==> src/hw/rtl/bpfm_pkg.sv <==
// ----------------------------------------------------------------------------
// Buffer pool frame manager package
// Request and response words, codes and controller/datapath signal groups.
// ----------------------------------------------------------------------------
package bpfm_pkg;

  localparam int unsigned FRAMES_DEF       = 16;
  localparam int unsigned PAGE_ID_BITS_DEF = 16;

  typedef enum logic [1:0] {
    OP_PIN   = 2'd0,
    OP_UNPIN = 2'd1,
    OP_FREE  = 2'd2,
    OP_RSVD  = 2'd3
  } opcode_e;

  typedef enum logic [1:0] {
    ST_OK        = 2'd0,
    ST_NO_VICTIM = 2'd1,
    ST_NOT_FOUND = 2'd2,
    ST_UNPINNED  = 2'd3
  } status_e;

  typedef struct packed {
    logic [1:0]  opcode;
    logic [15:0] page_id;
    logic        empty_page;
    logic        dirty_hint;
    logic        hate;
  } req_t;

  typedef struct packed {
    logic [1:0] status;
    logic [3:0] frame_index;
    logic       read_request;
    logic       write_request;
    logic       dealloc_request;
    logic [4:0] free_frames;
  } rsp_t;

  // Commands from the controller to the datapath.
  typedef struct packed {
    logic load;
    logic scan;
    logic decide;
    logic update;
  } dp_cmd_t;

  // Status from the datapath to the controller.
  typedef struct packed {
    logic last;
  } dp_sts_t;

endpackage

==> src/hw/rtl/bpfm_datapath.sv <==
// ----------------------------------------------------------------------------
// Buffer pool frame manager datapath
// Frame table memory, scan captures, decision logic and list rank update.
// ----------------------------------------------------------------------------
module bpfm_datapath #(
  parameter int unsigned FRAMES       = 16,
  parameter int unsigned PAGE_ID_BITS = 16
) (
  input  logic              clk_i,
  input  logic              rst_ni,
  input  bpfm_pkg::req_t    req_i,
  input  bpfm_pkg::dp_cmd_t cmd_i,
  output bpfm_pkg::dp_sts_t sts_o,
  output bpfm_pkg::rsp_t    rsp_o
);
  import bpfm_pkg::*;

  localparam int unsigned IDXW = $clog2(FRAMES);
  localparam int unsigned CNTW = $clog2(FRAMES + 1);

  // One frame table entry; rank is the place within its list.
  typedef struct packed {
    logic [PAGE_ID_BITS-1:0] page;
    logic [7:0]              pin;
    logic                    dirty;
    logic                    lst;
    logic [IDXW-1:0]         rank;
  } entry_t;

  entry_t mem [FRAMES];
  entry_t rdata_q;

  req_t                    req_q;
  logic [PAGE_ID_BITS-1:0] pg;
  logic [CNTW-1:0]         cnt_q;
  logic                    rv_q;
  logic [IDXW-1:0]         ridx_q;
  logic [FRAMES-1:0]       valid_q, valid_d;
  logic [CNTW-1:0]         hate_cnt_q, hate_cnt_d;
  logic [CNTW-1:0]         love_cnt_q, love_cnt_d;
  logic [CNTW-1:0]         used_cnt_q, used_cnt_d;

  logic                    hit_q, emp_q;
  logic [IDXW-1:0]         hf_q, ef_q, hv_q, lv_q;
  entry_t                  he_q;

  logic [IDXW-1:0]         tgt_q, tgt_d;
  logic                    tgt_we_q, tgt_we_d;
  entry_t                  ne_q, ne_d;
  logic                    rem_q, rem_d;
  logic                    rem_lst_q, rem_lst_d;
  logic [IDXW-1:0]         rem_rank_q, rem_rank_d;
  rsp_t                    rsp_q, rsp_d;

  logic                    mem_re, mem_we;
  entry_t                  mem_wdata;
  logic                    rd_valid, unl, dec;

  assign pg = PAGE_ID_BITS'(req_q.page_id);

  // Read address runs over all frames during the scan and update passes.
  assign mem_re = (cmd_i.scan || cmd_i.update) && (cnt_q < CNTW'(FRAMES));
  assign sts_o.last = (cnt_q == CNTW'(FRAMES));
  assign rd_valid = valid_q[ridx_q];
  assign unl = rd_valid && (rdata_q.pin == 8'd0);

  // An unpinned entry behind the removed one on the same list moves up.
  assign dec = rem_q && unl && (rdata_q.lst == rem_lst_q) &&
               (rdata_q.rank > rem_rank_q) && (ridx_q != tgt_q);

  // Update pass writes back the entry read in the previous cycle.
  always_comb begin
    mem_we    = cmd_i.update && rv_q && ((tgt_we_q && ridx_q == tgt_q) || dec);
    mem_wdata = rdata_q;
    if (ridx_q == tgt_q) begin
      mem_wdata = ne_q;
    end else begin
      mem_wdata.rank = rdata_q.rank - IDXW'(1);
    end
  end

  // Frame table memory with a registered read port.
  always_ff @(posedge clk_i) begin
    if (mem_we) begin
      mem[ridx_q] <= mem_wdata;
    end
    if (mem_re) begin
      rdata_q <= mem[cnt_q[IDXW-1:0]];
    end
  end

  // Pass counter and read tag.
  always_ff @(posedge clk_i or negedge rst_ni) begin
    if (!rst_ni) begin
      cnt_q  <= '0;
      rv_q   <= 1'b0;
      ridx_q <= '0;
    end else begin
      if (cmd_i.load || cmd_i.decide) begin
        cnt_q <= '0;
      end else if (mem_re) begin
        cnt_q <= cnt_q + CNTW'(1);
      end
      rv_q   <= mem_re;
      ridx_q <= cnt_q[IDXW-1:0];
    end
  end

  // Scan captures: hit, lowest empty frame and both victim candidates.
  always_ff @(posedge clk_i) begin
    if (cmd_i.load) begin
      req_q <= req_i;
      hit_q <= 1'b0;
      emp_q <= 1'b0;
      hf_q  <= '0;
      ef_q  <= '0;
      hv_q  <= '0;
      lv_q  <= '0;
    end else if (cmd_i.scan && rv_q) begin
      if (rd_valid && rdata_q.page == pg && !hit_q) begin
        hit_q <= 1'b1;
        hf_q  <= ridx_q;
        he_q  <= rdata_q;
      end
      if (!rd_valid && !emp_q) begin
        emp_q <= 1'b1;
        ef_q  <= ridx_q;
      end
      if (unl && rdata_q.lst && rdata_q.rank == '0) begin
        hv_q <= ridx_q;
      end
      if (unl && !rdata_q.lst && CNTW'(rdata_q.rank) == love_cnt_q - CNTW'(1)) begin
        lv_q <= ridx_q;
      end
    end
  end

  // Decision on the captured scan results.
  always_comb begin
    logic dsum;
    dsum       = he_q.dirty | req_q.dirty_hint;
    rsp_d      = '0;
    tgt_d      = hf_q;
    tgt_we_d   = 1'b0;
    ne_d       = he_q;
    rem_d      = 1'b0;
    rem_lst_d  = he_q.lst;
    rem_rank_d = he_q.rank;
    valid_d    = valid_q;
    hate_cnt_d = hate_cnt_q;
    love_cnt_d = love_cnt_q;
    used_cnt_d = used_cnt_q;
    rsp_d.status = ST_OK;
    case (opcode_e'(req_q.opcode))
      OP_PIN: begin
        if (hit_q) begin
          tgt_we_d = 1'b1;
          rsp_d.frame_index = 4'(hf_q);
          if (he_q.pin == 8'd0) begin
            rem_d = 1'b1;
            if (he_q.lst) begin
              hate_cnt_d = hate_cnt_q - CNTW'(1);
            end else begin
              love_cnt_d = love_cnt_q - CNTW'(1);
            end
          end
          if (he_q.pin != 8'hFF) begin
            ne_d.pin = he_q.pin + 8'd1;
          end
        end else begin
          tgt_we_d   = 1'b1;
          ne_d.page  = pg;
          ne_d.pin   = 8'd1;
          ne_d.dirty = 1'b0;
          if (emp_q) begin
            tgt_d      = ef_q;
            used_cnt_d = used_cnt_q + CNTW'(1);
            valid_d[ef_q] = 1'b1;
          end else if (hate_cnt_q != '0) begin
            tgt_d      = hv_q;
            rem_d      = 1'b1;
            rem_lst_d  = 1'b1;
            rem_rank_d = '0;
            hate_cnt_d = hate_cnt_q - CNTW'(1);
          end else if (love_cnt_q != '0) begin
            tgt_d      = lv_q;
            love_cnt_d = love_cnt_q - CNTW'(1);
          end else begin
            tgt_we_d     = 1'b0;
            rsp_d.status = ST_NO_VICTIM;
          end
          if (tgt_we_d) begin
            rsp_d.frame_index  = 4'(tgt_d);
            rsp_d.read_request = !req_q.empty_page;
          end
        end
      end
      OP_UNPIN: begin
        if (!hit_q) begin
          rsp_d.status = ST_NOT_FOUND;
        end else if (he_q.pin == 8'd0) begin
          rsp_d.status      = ST_UNPINNED;
          rsp_d.frame_index = 4'(hf_q);
        end else begin
          tgt_we_d          = 1'b1;
          rsp_d.frame_index = 4'(hf_q);
          ne_d.pin          = he_q.pin - 8'd1;
          ne_d.dirty        = dsum;
          if (he_q.pin == 8'd1) begin
            rsp_d.write_request = dsum;
            ne_d.dirty = 1'b0;
            ne_d.lst   = req_q.hate;
            if (req_q.hate) begin
              ne_d.rank  = IDXW'(hate_cnt_q);
              hate_cnt_d = hate_cnt_q + CNTW'(1);
            end else begin
              ne_d.rank  = IDXW'(love_cnt_q);
              love_cnt_d = love_cnt_q + CNTW'(1);
            end
          end
        end
      end
      OP_FREE: begin
        if (!hit_q) begin
          rsp_d.status = ST_NOT_FOUND;
        end else begin
          rsp_d.frame_index     = 4'(hf_q);
          rsp_d.dealloc_request = 1'b1;
          valid_d[hf_q]         = 1'b0;
          if (used_cnt_q != '0) begin
            used_cnt_d = used_cnt_q - CNTW'(1);
          end
          if (he_q.pin == 8'd0) begin
            rem_d = 1'b1;
            if (he_q.lst) begin
              hate_cnt_d = hate_cnt_q - CNTW'(1);
            end else begin
              love_cnt_d = love_cnt_q - CNTW'(1);
            end
          end
        end
      end
      default: begin
      end
    endcase
    rsp_d.free_frames = 5'(CNTW'(FRAMES) - used_cnt_d);
  end

  // Pool state applied at the decision step.
  always_ff @(posedge clk_i or negedge rst_ni) begin
    if (!rst_ni) begin
      valid_q    <= '0;
      hate_cnt_q <= '0;
      love_cnt_q <= '0;
      used_cnt_q <= '0;
      tgt_we_q   <= 1'b0;
      rem_q      <= 1'b0;
    end else if (cmd_i.decide) begin
      valid_q    <= valid_d;
      hate_cnt_q <= hate_cnt_d;
      love_cnt_q <= love_cnt_d;
      used_cnt_q <= used_cnt_d;
      tgt_we_q   <= tgt_we_d;
      rem_q      <= rem_d;
    end
  end

  // Plan for the update pass and the response word.
  always_ff @(posedge clk_i) begin
    if (cmd_i.decide) begin
      tgt_q      <= tgt_d;
      ne_q       <= ne_d;
      rem_lst_q  <= rem_lst_d;
      rem_rank_q <= rem_rank_d;
      rsp_q      <= rsp_d;
    end
  end

  assign rsp_o = rsp_q;

endmodule

==> src/hw/rtl/bpfm_ctrl.sv <==
// ----------------------------------------------------------------------------
// Buffer pool frame manager controller
// Sequences scan, decision, update and response for each request word.
// ----------------------------------------------------------------------------
module bpfm_ctrl (
  input  logic              clk_i,
  input  logic              rst_ni,
  input  logic              start_i,
  input  bpfm_pkg::dp_sts_t sts_i,
  output bpfm_pkg::dp_cmd_t cmd_o,
  output logic              busy_o,
  output logic              done_o
);
  import bpfm_pkg::*;

  typedef enum logic [4:0] {
    S_IDLE   = 5'b00001,
    S_SCAN   = 5'b00010,
    S_DECIDE = 5'b00100,
    S_UPDATE = 5'b01000,
    S_RESP   = 5'b10000
  } state_e;

  state_e state_q, state_d;

  // Next state and datapath commands.
  always_comb begin
    state_d = state_q;
    cmd_o   = '0;
    case (state_q)
      S_IDLE: begin
        if (start_i) begin
          cmd_o.load = 1'b1;
          state_d    = S_SCAN;
        end
      end
      S_SCAN: begin
        cmd_o.scan = 1'b1;
        if (sts_i.last) begin
          state_d = S_DECIDE;
        end
      end
      S_DECIDE: begin
        cmd_o.decide = 1'b1;
        state_d      = S_UPDATE;
      end
      S_UPDATE: begin
        cmd_o.update = 1'b1;
        if (sts_i.last) begin
          state_d = S_RESP;
        end
      end
      S_RESP: begin
        state_d = S_IDLE;
      end
      default: begin
        state_d = S_IDLE;
      end
    endcase
  end

  always_ff @(posedge clk_i or negedge rst_ni) begin
    if (!rst_ni) begin
      state_q <= S_IDLE;
    end else begin
      state_q <= state_d;
    end
  end

  assign busy_o = (state_q != S_IDLE);
  assign done_o = (state_q == S_RESP);

endmodule

==> src/hw/rtl/buffer_pool_frame_manager_top.sv <==
// ----------------------------------------------------------------------------
// Buffer pool frame manager
// Maps page ids onto buffer frames with hate-queue and love-stack replacement.
// ----------------------------------------------------------------------------
// Each word takes two passes over the frame table memory, a scan and an
// update, one entry read per cycle, before the done strobe; the receiver
// cannot stall. Busy drops after the strobe, so a new word is taken only
// once the last one is through.
// Reset empties the pool at once: valid bits and list counts clear.
module buffer_pool_frame_manager_top #(
  parameter int unsigned FRAMES       = bpfm_pkg::FRAMES_DEF,
  parameter int unsigned PAGE_ID_BITS = bpfm_pkg::PAGE_ID_BITS_DEF
) (
  input  logic           clk_i,
  input  logic           rst_ni,
  input  logic           start,
  output logic           busy,
  input  bpfm_pkg::req_t req_i,
  output logic           done_o,
  output bpfm_pkg::rsp_t rsp_o
);
  import bpfm_pkg::*;

  dp_cmd_t cmd;
  dp_sts_t sts;

  bpfm_ctrl u_ctrl (
    .clk_i   (clk_i),
    .rst_ni  (rst_ni),
    .start_i (start && !busy),
    .sts_i   (sts),
    .cmd_o   (cmd),
    .busy_o  (busy),
    .done_o  (done_o)
  );

  bpfm_datapath #(
    .FRAMES       (FRAMES),
    .PAGE_ID_BITS (PAGE_ID_BITS)
  ) u_dp (
    .clk_i  (clk_i),
    .rst_ni (rst_ni),
    .req_i  (req_i),
    .cmd_i  (cmd),
    .sts_o  (sts),
    .rsp_o  (rsp_o)
  );

endmodule

==> config.mk <==
export PLATFORM = sky130hd
export DESIGN_NAME = buffer_pool_frame_manager_top
export DESIGN_NICKNAME = d
export VERILOG_FILES = /design/src/hw/rtl/bpfm_pkg.sv /design/src/hw/rtl/bpfm_datapath.sv /design/src/hw/rtl/bpfm_ctrl.sv /design/src/hw/rtl/buffer_pool_frame_manager_top.sv
export SDC_FILE = /design/constraint.sdc
export NUM_CORES = 1
export LEC_CHECK = 0
export BUFFER_PORTS_ARGS = -buffer_cell sky130_fd_sc_hd__buf_2
export CORE_MARGIN = 5
export CORE_UTILIZATION = 40
export DETAILED_ROUTE_END_ITERATION = 10
export GPL_ROUTABILITY_DRIVEN = 0
export PLACE_DENSITY = 0.53
export SLEW_MARGIN = 40
export SYNTH_ARGS = -nofsm -noshare
export SYNTH_HDL_FRONTEND = slang
export SYNTH_SLANG_ARGS = --single-unit
==> constraint.sdc <==
create_clock -name clk_i -period 6.3 [get_ports clk_i]
set_input_delay 1.26 -clock clk_i [delete_from_list [all_inputs] [get_ports clk_i]]
set_output_delay 1.26 -clock clk_i [all_outputs]
set_load 0.02 [all_outputs]
==> out/results.tsv <==
metric	value	unit
outcome	finished clean	
cp.required	6.56	ns
synthMuxAreaShare	0.1419	
crit_chain	xor2_1 -> nor4_4 -> buf_4 -> nand2_1 -> o31a_4 -> nor4_4 -> buf_4 -> buf_4	
hold_start	u_dp.hv_q[2]	
clockBufferDepth	3	
critPathTopFamily	buffers and inverters	
power_per_cell_area	350.7	mW/mm^2
antenna_found_initial	0	
post_cts_buffers	0	
start_util	0.4051	
critPathCapture	u_dp.mem[3][28]	
mostFrequentLayoutCells	edfxtp_1, mux4_2, nand2_1, clkbuf_16, o21ai_0	
die_h	276.8	um
cp.depth	8	
yosysSeqAreaShare	0.7025	
tightest_slew	0.8183	ns
p_leak	10.22	nW
cts_made_buffers	74	
finalSetupViolations	0	
cap_violations	0	
async_flop_share	0.07059	
crit_fanout	33	
met2_usage	0.2839	
io_pins	40	
synthFlopType	edfxtp_1	
cts.htree.levels	3	
synth_top_family_by_area	multiplexers	
antenna_cells	0	
use_met1	0.2342	
worstSetupStartpointType	flop	
cts.sinks	680	
yosysUniqueCellTypes	84	
grt_pass1_vias	15810	
startpoint	u_dp.ridx_q[2]	
drtAntennaViolNets	0	
synth_fa_ha_area_frac	0.01011	
met3_usage	0.02731	
vias_per_cell	5.650	
grt_max_degree	70	
vias	15280	
synth_area	0.02847	mm^2
drtPass1Iterations	5	
path_clk_slew	0.06	ns
final_nets	1754	
reg2reg_to	u_dp.mem[3][28]	
worstReg2RegStart	u_dp.ridx_q[2]	
hold_buffers	0	
first_iter_violations	1157	
synth_cells	1648	
drt_wl_total	65540	um
max_slew_margin	0.4476	
endpoint_kind	flop	
layout-drive-gt1-share	0.2329	
synth_nets	1695	
cpPeakStageDelay	0.55	ns
area_delta_synth_final	13.52	%
drv_slew	0	
utilization	0.4599	
final.setup.tns	0	ns
r2r_slack	2.79	ns
fin_skew	0.03274	ns
wl_per_cell	24.23	um
reg2reg_depth	8	
worstSetupPathType	flop to flop	
irDropWorstVdd	0.2287	mV
synthSimpleGateAreaFrac	0.06627	
grt_pass1_wl	99950	um
postCtsResizedCells	0	
hold_violations	0	
synth_top_area_frac	0.6476	
layout_commonest_cell	edfxtp_1	
die_x	276.8	um
io_buffers	39	
slowest_stage	dfrtp_1	
grt_overflow_total	0	
synth_xor_area_frac	0.01169	
yosys_warnings	0	
synth_area_leaders	edfxtp_1, mux4_2, dfrtp_1	
finalCriticalPeriod	3.513	ns
coreArea	0.07027	mm^2
synth_edf_count	614	
path_common_cell	buf_4	
dieArea	0.07661	mm^2
rsz0062_at_grt	no	
place_hpwl	38470	um
ctsRootBufferMaster	clkbuf_16	
synth.avg_cell_area	17.28	um^2
min_path_type	flop to flop	
cts_tree	done	
path_buf_inv	3	
drc	0	
finalCritPeriodShare	0.5576	
synth-seq-cells	680	
rows	97	
grt-busiest-layer	met2	
track_usage	0.1695	
nFillCells	5963	
layout_setup_ws	2.787	ns
crit_arrival	3.77	ns
synth-compound-area-share	0.04861	
preCtsSetupSlack	2.782	ns
clock_latency	0.62	ns
synth_top_area_cell	edfxtp_1	
max_freq	0.2847	GHz
## power by group
group / total, mW / switching, mW / internal, mW
combinational: 1.76 / 0.999 / 0.766
sequential: 5.38 / 0.136 / 5.24
clock: 4.19 / 1.79 / 2.41
## worst min path at each step
stage	to	cells past startpoint
after detailed placement	u_dp.hv_q[2]	2
after global placement	u_dp.hv_q[3]	2
after CTS	u_dp.hv_q[2]	2
after global routing	u_dp.lv_q[0]	2
final	u_dp.hv_q[2]	2
after floorplan	u_dp.ridx_q[2]	0
## stage by stage
stage / cells / hold slack [ns] / power (mW) / area, um^2
after floorplan: 1648 / 0.3519 / 6.698 / 28470
after global placement: 2568 / 0.4439 / 7.221 / 29880
after detailed placement: 2571 / 0.4513 / 7.275 / 29960
after CTS: 2705 / 0.4643 / 11.51 / 32310
after global routing: 2705 / 0.4899 / 11.83 / 32320
final: 2705 / 0.4612 / 11.33 / 32320
## worst register-to-register path, cell delays in order (launching register included)
cell and delay, ns:
dfrtp_1 0.55, xor2_1 0.26, nor4_4 0.26, buf_4 0.51, nand2_1 0.14, o31a_4 0.23, nor4_4 0.52, buf_4 0.28
buf_4 0.39
## Yosys cell counts (23+ instances only)
master    count
inv_1        37
nor2_1       42
o21ai_0      55
edfxtp_1    614
nand2_1     129
nand3_1      37
clkbuf_1     64
a21oi_1      41
dfrtp_1      47
mux2_2       30
mux4_2      151
ha_1         23
xor2_1       27
## area by class of cell
type,instances,area [um^2],share of cell area
Clock buffer,92,1971,0.06097
Clock inverter,42,381.6,0.01181
Sequential cell,680,20010,0.6191
Timing Repair Buffer,77,545.5,0.01688
Tap cell,940,1176,0.03639
Multi-Input combinational cell,834,8085,0.2502
Inverter,40,150.1,0.004646
## layer usage
layer	wire length, um	share of wire	up-vias
met5	0	0	-
met4	1522	0.023	0
met3	2657	0.041	112
met2	32380	0.49	366
met1	28980	0.44	8057
li1	-	-	6748
## sequential cells by signal (all words and copies together), names as in the netlist, 4 cells and up
name	cells
u_dp.used_cnt_q	5
u_dp.tgt_q	4
u_dp.ne_q	30
u_dp.hate_cnt_q	5
u_dp.rem_rank_q	4
u_dp.he_q	30
u_dp.hv_q	4
u_dp.rdata_q	30
u_dp.ef_q	4
u_dp.valid_q	16
u_dp.req_q	5
u_ctrl.state_q	5
u_dp.rsp_o	14
u_dp.ridx_q	4
u_dp.pg	16
u_dp.hf_q	4
u_dp.cnt_q	5
u_dp.mem	480
u_dp.love_cnt_q	5
u_dp.lv_q	4
## kinds of logic after synthesis
family	count (synthesis)
flip-flops	680
AND/OR/NAND/NOR	359
AO/OA/AOI/OAI	208
multiplexers	206
buffers and inverters	134
XOR/XNOR	38
adder cells (fa/ha/maj)	23
Note: power is estimated with default switching activity, not from simulation.
